**config.mk**
```make
export PLATFORM = sky130hd
export DESIGN_NAME = cascaded_interrupt_controller_flat
export DESIGN_NICKNAME = d
export VERILOG_FILES = /design/src/hdl/cic_pkg.sv /design/src/hdl/cic_req_if.sv /design/src/hdl/cic_rsp_if.sv /design/src/hdl/cascaded_interrupt_controller.sv /design/src/hdl/cic_eval.sv /design/src/flat_wrapper.sv
export VERILOG_INCLUDE_DIRS = /design/src /design/src/hdl
export SDC_FILE = /design/constraint.sdc
export NUM_CORES = 1
export LEC_CHECK = 0
export ABC_CLOCK_PERIOD_IN_PS = 4000
export BUFFER_PORTS_ARGS = -buffer_cell sky130_fd_sc_hd__clkbuf_2
export CAP_MARGIN = 20
export CORE_MARGIN = 1.5
export CORE_UTILIZATION = 45
export CTS_BUF_LIST = sky130_fd_sc_hd__clkbuf_4
export CTS_CLUSTER_SIZE = 20
export DETAILED_ROUTE_END_ITERATION = 8
export HOLD_SLACK_MARGIN = 0.03
export PLACE_DENSITY = 0.71
export SYNTH_ARGS = -nofsm -noshare
export SYNTH_HDL_FRONTEND = slang
export SYNTH_SLANG_ARGS = --single-unit
```
**constraint.sdc**
```tcl
create_clock -name clk_i -period 4 [get_ports clk_i]
set_clock_uncertainty 0.2 [all_clocks]
set_input_delay 0.8 -clock clk_i [delete_from_list [all_inputs] [get_ports clk_i]]
set_output_delay 0.8 -clock clk_i [all_outputs]
set_load 0.05 [all_outputs]
```
**src/hdl/cascaded_interrupt_controller_macros.svh**
```systemverilog
// Assertion macros shared by the cascaded interrupt controller RTL.
`ifndef CASCADED_INTERRUPT_CONTROLLER_MACROS_SVH
`define CASCADED_INTERRUPT_CONTROLLER_MACROS_SVH

// Same-cycle implication, sampled on clk_i and disabled while rst_ni is low.
`define CIC_ASSERT_IMP(label, pre, post) \
  label: assert property (@(posedge clk_i) disable iff (!rst_ni) (pre) |-> (post)) \
    else $error("cascaded_interrupt_controller: same-cycle check failed");

// Next-cycle implication, sampled on clk_i and disabled while rst_ni is low.
`define CIC_ASSERT_NEXT(label, pre, post) \
  label: assert property (@(posedge clk_i) disable iff (!rst_ni) (pre) |=> (post)) \
    else $error("cascaded_interrupt_controller: next-cycle check failed");

`endif

```
**src/hdl/cic_pkg.sv**
```systemverilog
// Types and constants shared by the cascaded interrupt controller.
`timescale 1ns / 1ps
package cic_pkg;

  typedef enum logic [2:0] {
    CMD_TRIGGER = 3'd0,
    CMD_MASK_WR = 3'd1,
    CMD_MASK_RD = 3'd2,
    CMD_BYTE    = 3'd3,
    CMD_POLL    = 3'd4
  } cmd_e;

  localparam int unsigned NumLines    = 16;
  localparam int unsigned CascadeLine = 2;

  localparam logic [7:0]  EoiByte      = 8'h20;
  localparam logic [7:0]  VecPrimary   = 8'h08;
  localparam logic [7:0]  VecSecondary = 8'h68;
  localparam logic [15:0] MaskReset    = 16'hFFFF;
  localparam logic [15:0] KeepUpper    = 16'hFF00;
  localparam logic [15:0] KeepLower    = 16'h00FF;

  typedef struct packed {
    logic [2:0] command;
    logic       which_chip;
    logic [3:0] irq_line;
    logic [7:0] data_byte;
    logic       interrupts_enabled;
  } req_t;

  typedef struct packed {
    logic [7:0] read_data;
    logic       int_valid;
    logic [7:0] interrupt_vector;
  } rsp_t;

  typedef struct packed {
    logic [NumLines-1:0] line_mask;
    logic [NumLines-1:0] pending_requests;
    logic [NumLines-1:0] in_service;
  } state_t;

endpackage

```
**src/hdl/cic_req_if.sv**
```systemverilog
// Request channel of the cascaded interrupt controller.
`timescale 1ns / 1ps
interface cic_req_if;
  logic       valid;
  logic       ready;
  logic [2:0] command;
  logic       which_chip;
  logic [3:0] irq_line;
  logic [7:0] data_byte;
  logic       interrupts_enabled;

  modport source (output valid, command, which_chip, irq_line, data_byte,
                  interrupts_enabled, input ready);
  modport sink   (input valid, command, which_chip, irq_line, data_byte,
                  interrupts_enabled, output ready);
endinterface

```
**src/hdl/cic_rsp_if.sv**
```systemverilog
// Result channel of the cascaded interrupt controller.
`timescale 1ns / 1ps
interface cic_rsp_if;
  logic       valid;
  logic       ready;
  logic [7:0] read_data;
  logic       int_valid;
  logic [7:0] interrupt_vector;

  modport source (output valid, read_data, int_valid, interrupt_vector, input ready);
  modport sink   (input valid, read_data, int_valid, interrupt_vector, output ready);
endinterface

```
**src/hdl/cascaded_interrupt_controller.sv**
```systemverilog
// Top level of the cascaded interrupt controller: request register, state and result register.
`timescale 1ns / 1ps
`include "cascaded_interrupt_controller_macros.svh"
// Usage
// Two cascaded 8-line interrupt controllers with 16 lines; the secondary hangs on line 2.
// Every request on req_i carries one command: trigger a line, write or read a controller's
// mask byte, send a command byte (0x20 is end of interrupt), or poll for an interrupt.
// Every request produces exactly one result on rsp_o, in request order.
// Both channels use valid/ready; a transfer happens on a clock edge with both high.
// A request is captured in an input register, evaluated against the mask, pending and
// in-service registers, and lands in the result register, which drives rsp_o.
// Throughput is one request per cycle while rsp_o is not stalled; the 16-line priority
// encode and the state update sit in a single stage between the two registers.
// When the receiver stalls, the held result stays put and one more request can still be
// accepted into the input register; further requests wait until the result is taken.
// Reset (rst_ni low, asynchronous) masks every line, clears pending and in-service state
// and empties both registers.
module cascaded_interrupt_controller (
  input  logic       clk_i,
  input  logic       rst_ni,
  cic_req_if.sink    req_i,
  cic_rsp_if.source  rsp_o
);

  logic            s1_valid_q, s1_valid_d;
  cic_pkg::req_t   s1_req_q;
  cic_pkg::req_t   in_req;
  logic            rsp_valid_q, rsp_valid_d;
  cic_pkg::rsp_t   rsp_q;
  cic_pkg::rsp_t   eval_rsp;
  cic_pkg::state_t state_q;
  cic_pkg::state_t state_d;
  cic_pkg::state_t eval_state;
  logic            advance;
  logic            fire;
  logic            in_accept;

  // The result register frees up when empty or being taken this cycle.
  assign advance   = !rsp_valid_q || rsp_o.ready;
  assign fire      = s1_valid_q && advance;
  assign req_i.ready = !s1_valid_q || advance;
  assign in_accept = req_i.valid && req_i.ready;

  assign in_req.command            = req_i.command;
  assign in_req.which_chip         = req_i.which_chip;
  assign in_req.irq_line           = req_i.irq_line;
  assign in_req.data_byte          = req_i.data_byte;
  assign in_req.interrupts_enabled = req_i.interrupts_enabled;

  cic_eval u_eval (
    .req_i   (s1_req_q),
    .state_i (state_q),
    .state_o (eval_state),
    .rsp_o   (eval_rsp)
  );

  always_comb begin
    s1_valid_d = s1_valid_q;
    if (in_accept) begin
      s1_valid_d = 1'b1;
    end else if (fire) begin
      s1_valid_d = 1'b0;
    end
  end

  always_comb begin
    rsp_valid_d = rsp_valid_q;
    if (fire) begin
      rsp_valid_d = 1'b1;
    end else if (rsp_o.ready) begin
      rsp_valid_d = 1'b0;
    end
  end

  // State moves only when a request is evaluated.
  assign state_d = fire ? eval_state : state_q;

  always_ff @(posedge clk_i or negedge rst_ni) begin
    if (!rst_ni) begin
      s1_valid_q          <= 1'b0;
      rsp_valid_q         <= 1'b0;
      state_q.line_mask   <= cic_pkg::MaskReset;
      state_q.pending_requests <= '0;
      state_q.in_service  <= '0;
    end else begin
      s1_valid_q  <= s1_valid_d;
      rsp_valid_q <= rsp_valid_d;
      state_q     <= state_d;
    end
  end

  // Payload registers carry no reset.
  always_ff @(posedge clk_i) begin
    if (in_accept) begin
      s1_req_q <= in_req;
    end
    if (fire) begin
      rsp_q <= eval_rsp;
    end
  end

  assign rsp_o.valid            = rsp_valid_q;
  assign rsp_o.read_data        = rsp_q.read_data;
  assign rsp_o.int_valid        = rsp_q.int_valid;
  assign rsp_o.interrupt_vector = rsp_q.interrupt_vector;

  // A delivered interrupt always carries a nonzero vector, and only then.
  `CIC_ASSERT_IMP(a_vec_matches_valid, rsp_valid_q,
                  rsp_q.int_valid == (rsp_q.interrupt_vector != 8'h00))
  // A delivered interrupt never carries mask read data.
  `CIC_ASSERT_IMP(a_poll_no_read, rsp_valid_q && rsp_q.int_valid, rsp_q.read_data == 8'h00)
  // A request that cannot move on stays in the input register.
  `CIC_ASSERT_NEXT(a_s1_holds, s1_valid_q && !advance, s1_valid_q)
  // Controller state changes only when a request is evaluated.
  `CIC_ASSERT_NEXT(a_state_stable, !fire, $stable(state_q))
  // A delivery always leaves something in service.
  `CIC_ASSERT_NEXT(a_delivery_in_service, fire && eval_rsp.int_valid, state_q.in_service != '0)

endmodule

```
**src/hdl/cic_eval.sv**
```systemverilog
// Command decode, state update and lowest-line priority encoder.
`timescale 1ns / 1ps
module cic_eval (
  input  cic_pkg::req_t   req_i,
  input  cic_pkg::state_t state_i,
  output cic_pkg::state_t state_o,
  output cic_pkg::rsp_t   rsp_o
);

  logic [15:0] line_bit;
  logic        trig_blocked;
  logic        found;
  logic [3:0]  low_line;
  logic [15:0] low_bit;

  assign line_bit     = 16'(1) << req_i.irq_line;
  assign trig_blocked = state_i.line_mask[req_i.irq_line] ||
                        (req_i.irq_line[3] && state_i.line_mask[cic_pkg::CascadeLine]);

  // Lowest pending line wins.
  always_comb begin
    found    = 1'b0;
    low_line = '0;
    for (int k = cic_pkg::NumLines - 1; k >= 0; k--) begin
      if (state_i.pending_requests[k]) begin
        found    = 1'b1;
        low_line = 4'(k);
      end
    end
  end

  assign low_bit = 16'(1) << low_line;

  always_comb begin
    state_o = state_i;
    rsp_o   = '0;
    unique case (req_i.command)
      cic_pkg::CMD_TRIGGER: begin
        if (!trig_blocked) begin
          state_o.pending_requests = state_i.pending_requests | line_bit;
        end
      end
      cic_pkg::CMD_MASK_WR: begin
        if (req_i.which_chip) begin
          state_o.line_mask = {state_i.line_mask[15:8], req_i.data_byte};
        end else begin
          state_o.line_mask = {req_i.data_byte, state_i.line_mask[7:0]};
        end
      end
      cic_pkg::CMD_MASK_RD: begin
        rsp_o.read_data = req_i.which_chip ? state_i.line_mask[7:0]
                                           : state_i.line_mask[15:8];
      end
      cic_pkg::CMD_BYTE: begin
        if (req_i.data_byte == cic_pkg::EoiByte) begin
          state_o.in_service = state_i.in_service &
                               (req_i.which_chip ? cic_pkg::KeepUpper : cic_pkg::KeepLower);
        end
      end
      cic_pkg::CMD_POLL: begin
        if (req_i.interrupts_enabled && (state_i.in_service == '0) && found) begin
          state_o.pending_requests = state_i.pending_requests & ~low_bit;
          state_o.in_service       = low_bit;
          rsp_o.int_valid          = 1'b1;
          if (low_line[3]) begin
            state_o.in_service[cic_pkg::CascadeLine] = 1'b1;
            rsp_o.interrupt_vector = cic_pkg::VecSecondary + {4'b0, low_line};
          end else begin
            rsp_o.interrupt_vector = cic_pkg::VecPrimary + {4'b0, low_line};
          end
        end
      end
      default: begin
      end
    endcase
  end

endmodule

```
**src/flat_wrapper.sv**
```systemverilog
// flat-port wrapper written by rule: the top's interface ports become plain ports
module cascaded_interrupt_controller_flat 
  (clk_i, rst_ni, req_i_valid, req_i_command, req_i_which_chip, req_i_irq_line, req_i_data_byte, req_i_interrupts_enabled, req_i_ready, rsp_o_valid, rsp_o_read_data, rsp_o_int_valid, rsp_o_interrupt_vector, rsp_o_ready);
  cic_req_if req_i_i ();
  cic_rsp_if rsp_o_i ();
  input  logic clk_i;
  input  logic rst_ni;
  input wire logic [$bits(req_i_i.valid)-1:0] req_i_valid;
  input wire logic [$bits(req_i_i.command)-1:0] req_i_command;
  input wire logic [$bits(req_i_i.which_chip)-1:0] req_i_which_chip;
  input wire logic [$bits(req_i_i.irq_line)-1:0] req_i_irq_line;
  input wire logic [$bits(req_i_i.data_byte)-1:0] req_i_data_byte;
  input wire logic [$bits(req_i_i.interrupts_enabled)-1:0] req_i_interrupts_enabled;
  output wire logic [$bits(req_i_i.ready)-1:0] req_i_ready;
  output wire logic [$bits(rsp_o_i.valid)-1:0] rsp_o_valid;
  output wire logic [$bits(rsp_o_i.read_data)-1:0] rsp_o_read_data;
  output wire logic [$bits(rsp_o_i.int_valid)-1:0] rsp_o_int_valid;
  output wire logic [$bits(rsp_o_i.interrupt_vector)-1:0] rsp_o_interrupt_vector;
  input wire logic [$bits(rsp_o_i.ready)-1:0] rsp_o_ready;
  assign req_i_i.valid = req_i_valid;
  assign req_i_i.command = req_i_command;
  assign req_i_i.which_chip = req_i_which_chip;
  assign req_i_i.irq_line = req_i_irq_line;
  assign req_i_i.data_byte = req_i_data_byte;
  assign req_i_i.interrupts_enabled = req_i_interrupts_enabled;
  assign req_i_ready = req_i_i.ready;
  assign rsp_o_valid = rsp_o_i.valid;
  assign rsp_o_read_data = rsp_o_i.read_data;
  assign rsp_o_int_valid = rsp_o_i.int_valid;
  assign rsp_o_interrupt_vector = rsp_o_i.interrupt_vector;
  assign rsp_o_i.ready = rsp_o_ready;
  cascaded_interrupt_controller u_core (.clk_i(clk_i), .rst_ni(rst_ni), .req_i(req_i_i), .rsp_o(rsp_o_i));
endmodule
```
# Yosys cells after proc, flatten, opt, wreduce, memory -nomap -nowiden
# Cells that the tools add are included.
# word_totals
ff_bits,84
inputBits,21
out_inout_bits,19
wordCells,101
# op_classes
n_addsub,2
magnitude_cmp,1
eq_ne,8
shifts,2
mux,48
bitwise,5
reduce_logical,21
# ops
op,count
4-bit two-way mux,16
16-bit case mux with 2 select lines,2
16-bit two-way mux,3
16-bit AND,2
32-bit two-way mux,1
1-bit by 4-bit left shift with 16-bit output (first input constant),2
1-bit two-way mux,22
16-bit logical NOT,1
8-bit two-way mux,2
16-bit NOT,1
16-bit OR,1
9-bit two-way mux,1
7-bit by 4-bit adder with 8-bit output (first input constant),1
8-bit by 6-bit equality test with 1-bit output (second input constant),1
4-bit AND reduction,2
2-bit nonzero test,4
3-bit by 2-bit equality test with 1-bit output (second input constant),2
2-bit inequality test (second input constant),3
3-bit AND reduction,2
4-bit by 4-bit adder with 5-bit output (first input constant),1
1-bit logical AND,5
4-bit by 5-bit < comparator with 1-bit output (second input constant),1
1-bit binary-select mux with 4-bit select,1
3-bit by 1-bit equality test with 1-bit output (second input constant),1
6 further kinds,9

# Logic depth before layout (Yosys ltp)
# depth
ltp_word,21
depth_mapped,7

# By module
# Synthesis repeated with hierarchy kept, for this count alone.
# unflattened
hier_cells,340
hier_area_um2,4433.0
# by_module_without_submodules
mod,instances,cells_per_inst,area_per_inst_um2
cascaded_interrupt_controller,1,144,2954.1
cic_eval,1,196,1478.9

# Worst setup path after synthesis
# Ideal clock, no wire load.
# synth_path
kind,input port to flip-flop
from,in rsp_o_ready
to,reg u_core.state_q[23] (netlist bit)
t_arrival_ps,2342
setup_slack_ps,1380
stages,7
cell_sequence,nor2b_1 > nand2b_1 > inv_1 > nand4b_1 > nor3b_1 > a31oi_1 > a21oi_1
# synth_between
elab_chain_cells,3
# synth_lines
element,line,rtl
"start, declared",flat_wrapper.sv:19,input wire logic [$bits(rsp_o_i.ready)-1:0] rsp_o_ready;
1-bit logical OR,cascaded_interrupt_controller.sv:39,assign advance = !rsp_valid_q || rsp_o.ready;
1-bit logical AND,cascaded_interrupt_controller.sv:40,assign fire = s1_valid_q && advance;
named net u_core.fire,cascaded_interrupt_controller.sv:35,logic fire;
4-bit AND reduction (no line),-,
"end signal, assigned",cascaded_interrupt_controller.sv:88,state_q <= state_d;
"end, declared",cascaded_interrupt_controller.sv:31,cic_pkg::state_t state_q;
# The timed path passes the listed nets, and every way through them passes these cells.
# A chain may end at the register's enable or synchronous reset.

# Worst setup path in the final report
# layout_path
from,reg u_core.rsp_valid_q (netlist: u_core.rsp_o.valid)
to,reg u_core.state_q[23] (netlist bit)
# layout_between
elab_chain_cells,4
# layout_lines
element,line,rtl
"start, declared",cascaded_interrupt_controller.sv:28,"logic rsp_valid_q, rsp_valid_d;"
"start signal, assigned",cascaded_interrupt_controller.sv:87,rsp_valid_q <= rsp_valid_d;
1-bit logical NOT,cascaded_interrupt_controller.sv:39,
1-bit logical OR,cascaded_interrupt_controller.sv:39,
1-bit logical AND,cascaded_interrupt_controller.sv:40,
named net u_core.fire,cascaded_interrupt_controller.sv:35,
4-bit AND reduction (no line),-,
# The timed path passes the listed nets, and every way through them passes these cells.

==> impl_results.md <==
* Outcome: finished, final reports clean
* Syn_nets at 337
* Synth area leaders: edfxtp_1 (24%), dfrtp_1 (22%), dfstp_2 (11%)
* Finished Core Util at 52.02%
* Worst path required time at 4.17 ns
* Design area at 0.004274 mm2
* Hold Path Class: input pin to asynchronous set/reset pin
* PD cells at 454.2 mW/mm2
* Max-slew violation count at 0
* Clock share of power at 29.9%
* Max Fclk at 356.3 MHz
* Crit Path Max Fanout at 19
* Slew headroom at 49.19%
* DRT iter0 DRCs at 195
* Number of global-route vias before repair at 2715
* Sw Ratio at 28.97%
* CTS Sinks at 81
* Residual DRC at 0
* Routability cong. at 0.8813
* Final Hold Fails at 0
* Area fraction of the dominant cell type after synthesis at 24.29%
* Commonest cells after routing, fill and taps aside: clkbuf_2 (38), dfrtp_1 (34), edfxtp_1 (31), nor2_1 (30), a21oi_1 (21)
* CTS root buf: clkbuf_4
* First-pass GRT wire length at 13.62 mm
* # fillers at 704
* Sequential share of power at 54.9%
* Part of the Yosys area used for sequential elements at 57.46%
* Routed Antenna Nets at 0
* Num rows at 33
* Largest net degree at the start of global routing at 27
* Initial antenna violation count at 0
* Switch Pwr at 0.0005625 W
* Leak at 1.777 nW
* Post-CTS Hold Buffers at 0
* Clock transition at the registers of the reported paths at 0.14 ns
* Antenna Cells at 0
* Post_cts resized at 0
* DR WL/cell at 17.93 um
* Crit path capture type: flip-flop
* Die ar. at 0.009079 mm2
* Port Buffers at 38
* Number of distinct library cells after synthesis at 58
* Commonest non-fill, non-tap cell in the layout: clkbuf_2
* Worst-Margin Slew at 0.7552 ns
* Clk_lat worst skew at 0.44 ns
* Die Span Y at 95.29 um
* #FFs+latches synth at 81
* Cells after synthesis at 316
* Ys Warns at 0
* Final min period at 2.806 ns
* Drt via density at 5.880
* Data arrival, critical path at 2.97 ns
* Slowest cell on crit path: inv_1
* Syn Area/Cell at 12.13 um2
* GRT Residual Overflow at 0
* H-tree depth at 3
* Core ar. at 0.008217 mm2
* Mapped cell area at 0.003832 mm2
* VDD IR-drop max at 0.2714 mV
* Startpoint types: flip-flop
* Gate power share at 15.2%
* Yosys top cell by area: edfxtp_1
* Critical Path Max Stage Delay at 0.60 ns
* Endpoints failing setup at 0
* RSZ-0062 raised after global routing: no
* Critical path, cell by cell: nor2b_1, nand2b_1, inv_1, nand4b_1, nor3b_1, a31oi_1, a21oi_1
* Async SR Flop Fraction at 61.73%
* Fin nets at 377
* DP HPWL at 6.182 mm
* CP startpoint: u_core.rsp_o.valid
* Tot GR Track Use at 20.47%
* Area growth syn-to-layout at 11.52%
* Cell internal pwr at 0.001379 W
* Tcrit/Tclk final at 70.16%
* Total number of vias at 2740
* Maximum buffer depth of the clock tree at 2
* DRT Pass-1 Iters at 5
* Final WL at 8.357 mm
* Post-synth EDFFs at 31
* Hold slack at 0.1515 ns
* Setup TNS Final at 0 ns
* Initial Util at 46.64%
* IO Count at 40
* Placement Cell Area at 0.004098 mm2
* TritonCTS clock tree: done
* R2r startpoint: u_core.rsp_o.valid
* Post-synth top flop: dfrtp_1
* CTS Buf Count at 9
* Die Wd at 95.29 um
* Share of layout cells above drive strength 1 at 28.81%
* Critical path class: flip-flop to flip-flop
* Post-CTS Setup Bufs at 0
* Maxcap violations at 0
-- worst max-delay path, delay by kind of cell (launching register included) --
family / cells / cell delay (ns)
and+or+nand+nor: 4 / 1.21
buffers and inverters: 1 / 0.60
DFF: 1 / 0.40
AOI/OAI and AO/OA: 2 / 0.30
-- path summary, 6_finish.rpt --
check                                endpoint  slack, ns  cells past startpoint
max                        u_core.state_q[23]       1.19                      7
min                        u_core.state_q[30]       0.15                      1
max reg2reg                u_core.state_q[23]       1.19                      7
min reg2reg                 u_core.state_q[4]       0.30                      1
max in group asynchronous   u_core.state_q[0]       2.67                      2
min in group clk_i          u_core.state_q[4]       0.30                      1
-- stage by stage --
stage / setup WS (ns) / total power (W) / instances
2_1_floorplan: 1.380 / 0.001289 / 316
3_3_place_gp: 0.9095 / 0.001369 / 450
3_5_place_dp: 0.7860 / 0.001375 / 450
4_1_cts: 1.162 / 0.001958 / 466
5_1_grt: 0.9076 / 0.002030 / 466
6_report: 1.194 / 0.001941 / 466
-- flip-flops by register name (all words and copies together) (netlist names) --
name                           flops
u_core.state_q                    48
u_core.s1_req_q                   17
u_core.rsp_o.read_data             8
u_core.rsp_o.interrupt_vector      5
u_core.rsp_o.int_valid             1
u_core.rsp_o.valid                 1
u_core.s1_valid_q                  1
-- synthesized netlist by cell type (2+ instances only) --
cell,n
dfrtp_1,34
edfxtp_1,31
nor2_1,30
a21oi_1,21
dfstp_2,16
mux2_2,16
nand2_1,15
inv_1,11
nor3_1,11
mux2i_1,10
nand2b_1,10
a31oi_1,9
o22ai_1,7
nor2b_1,6
or4_1,6
clkbuf_1,5
a22o_1,4
a41oi_1,4
and2_1,4
mux4_2,4
nand3_1,4
nor4_1,4
o21ai_0,4
o2bb2ai_1,4
buf_4,3
nand4_1,3
nand4b_1,3
a2bb2oi_1,2
buf_6,2
nor3b_1,2
nor4_2,2
nor4b_1,2
o211ai_1,2
-- cell families after synthesis --
logic type             count (synthesis)  synth area share [%]
buffers and inverters                 21                 2.742
AOI/OAI and AO/OA                     68                 12.24
DFF                                   81                 57.46
muxes                                 30                 9.664
other                                  1               0.09785
and+or+nand+nor                      115                 17.79
-- power groups by stage --
stage	Sequential (W)	Clock, W	Combinational (W)
floorplan	0.00108	0	0.000204
global placement	0.00108	0	0.000292
detailed placement	0.00108	0	0.000295
CTS	0.00106	0.000596	0.000298
global route	0.00108	0.000629	0.000324
finish	0.00107	0.000580	0.000295
-- area by class of cell --
class                      instances  area, um2  area share (%)
sequential                        81       2202           51.52
tap                              105      131.4           3.074
clock inverter                     7      108.9           2.547
inverter                          11      41.29          0.9660
clock buffer                       9      67.56           1.581
timing repair buffer              39      197.7           4.625
multi-input combinational        214       1525           35.68
-- routing by layer --
layer | global-route usage [%] | vias up | routed length (um)
li1 | - | 1277 | -
met1 | 26.13 | 1336 | 3629
met2 | 33.10 | 114 | 4068
met3 | 5.183 | 13 | 502
met4 | 8.458 | 0 | 156
met5 | 0 | - | 0
Power figures use the tool's default switching activity.
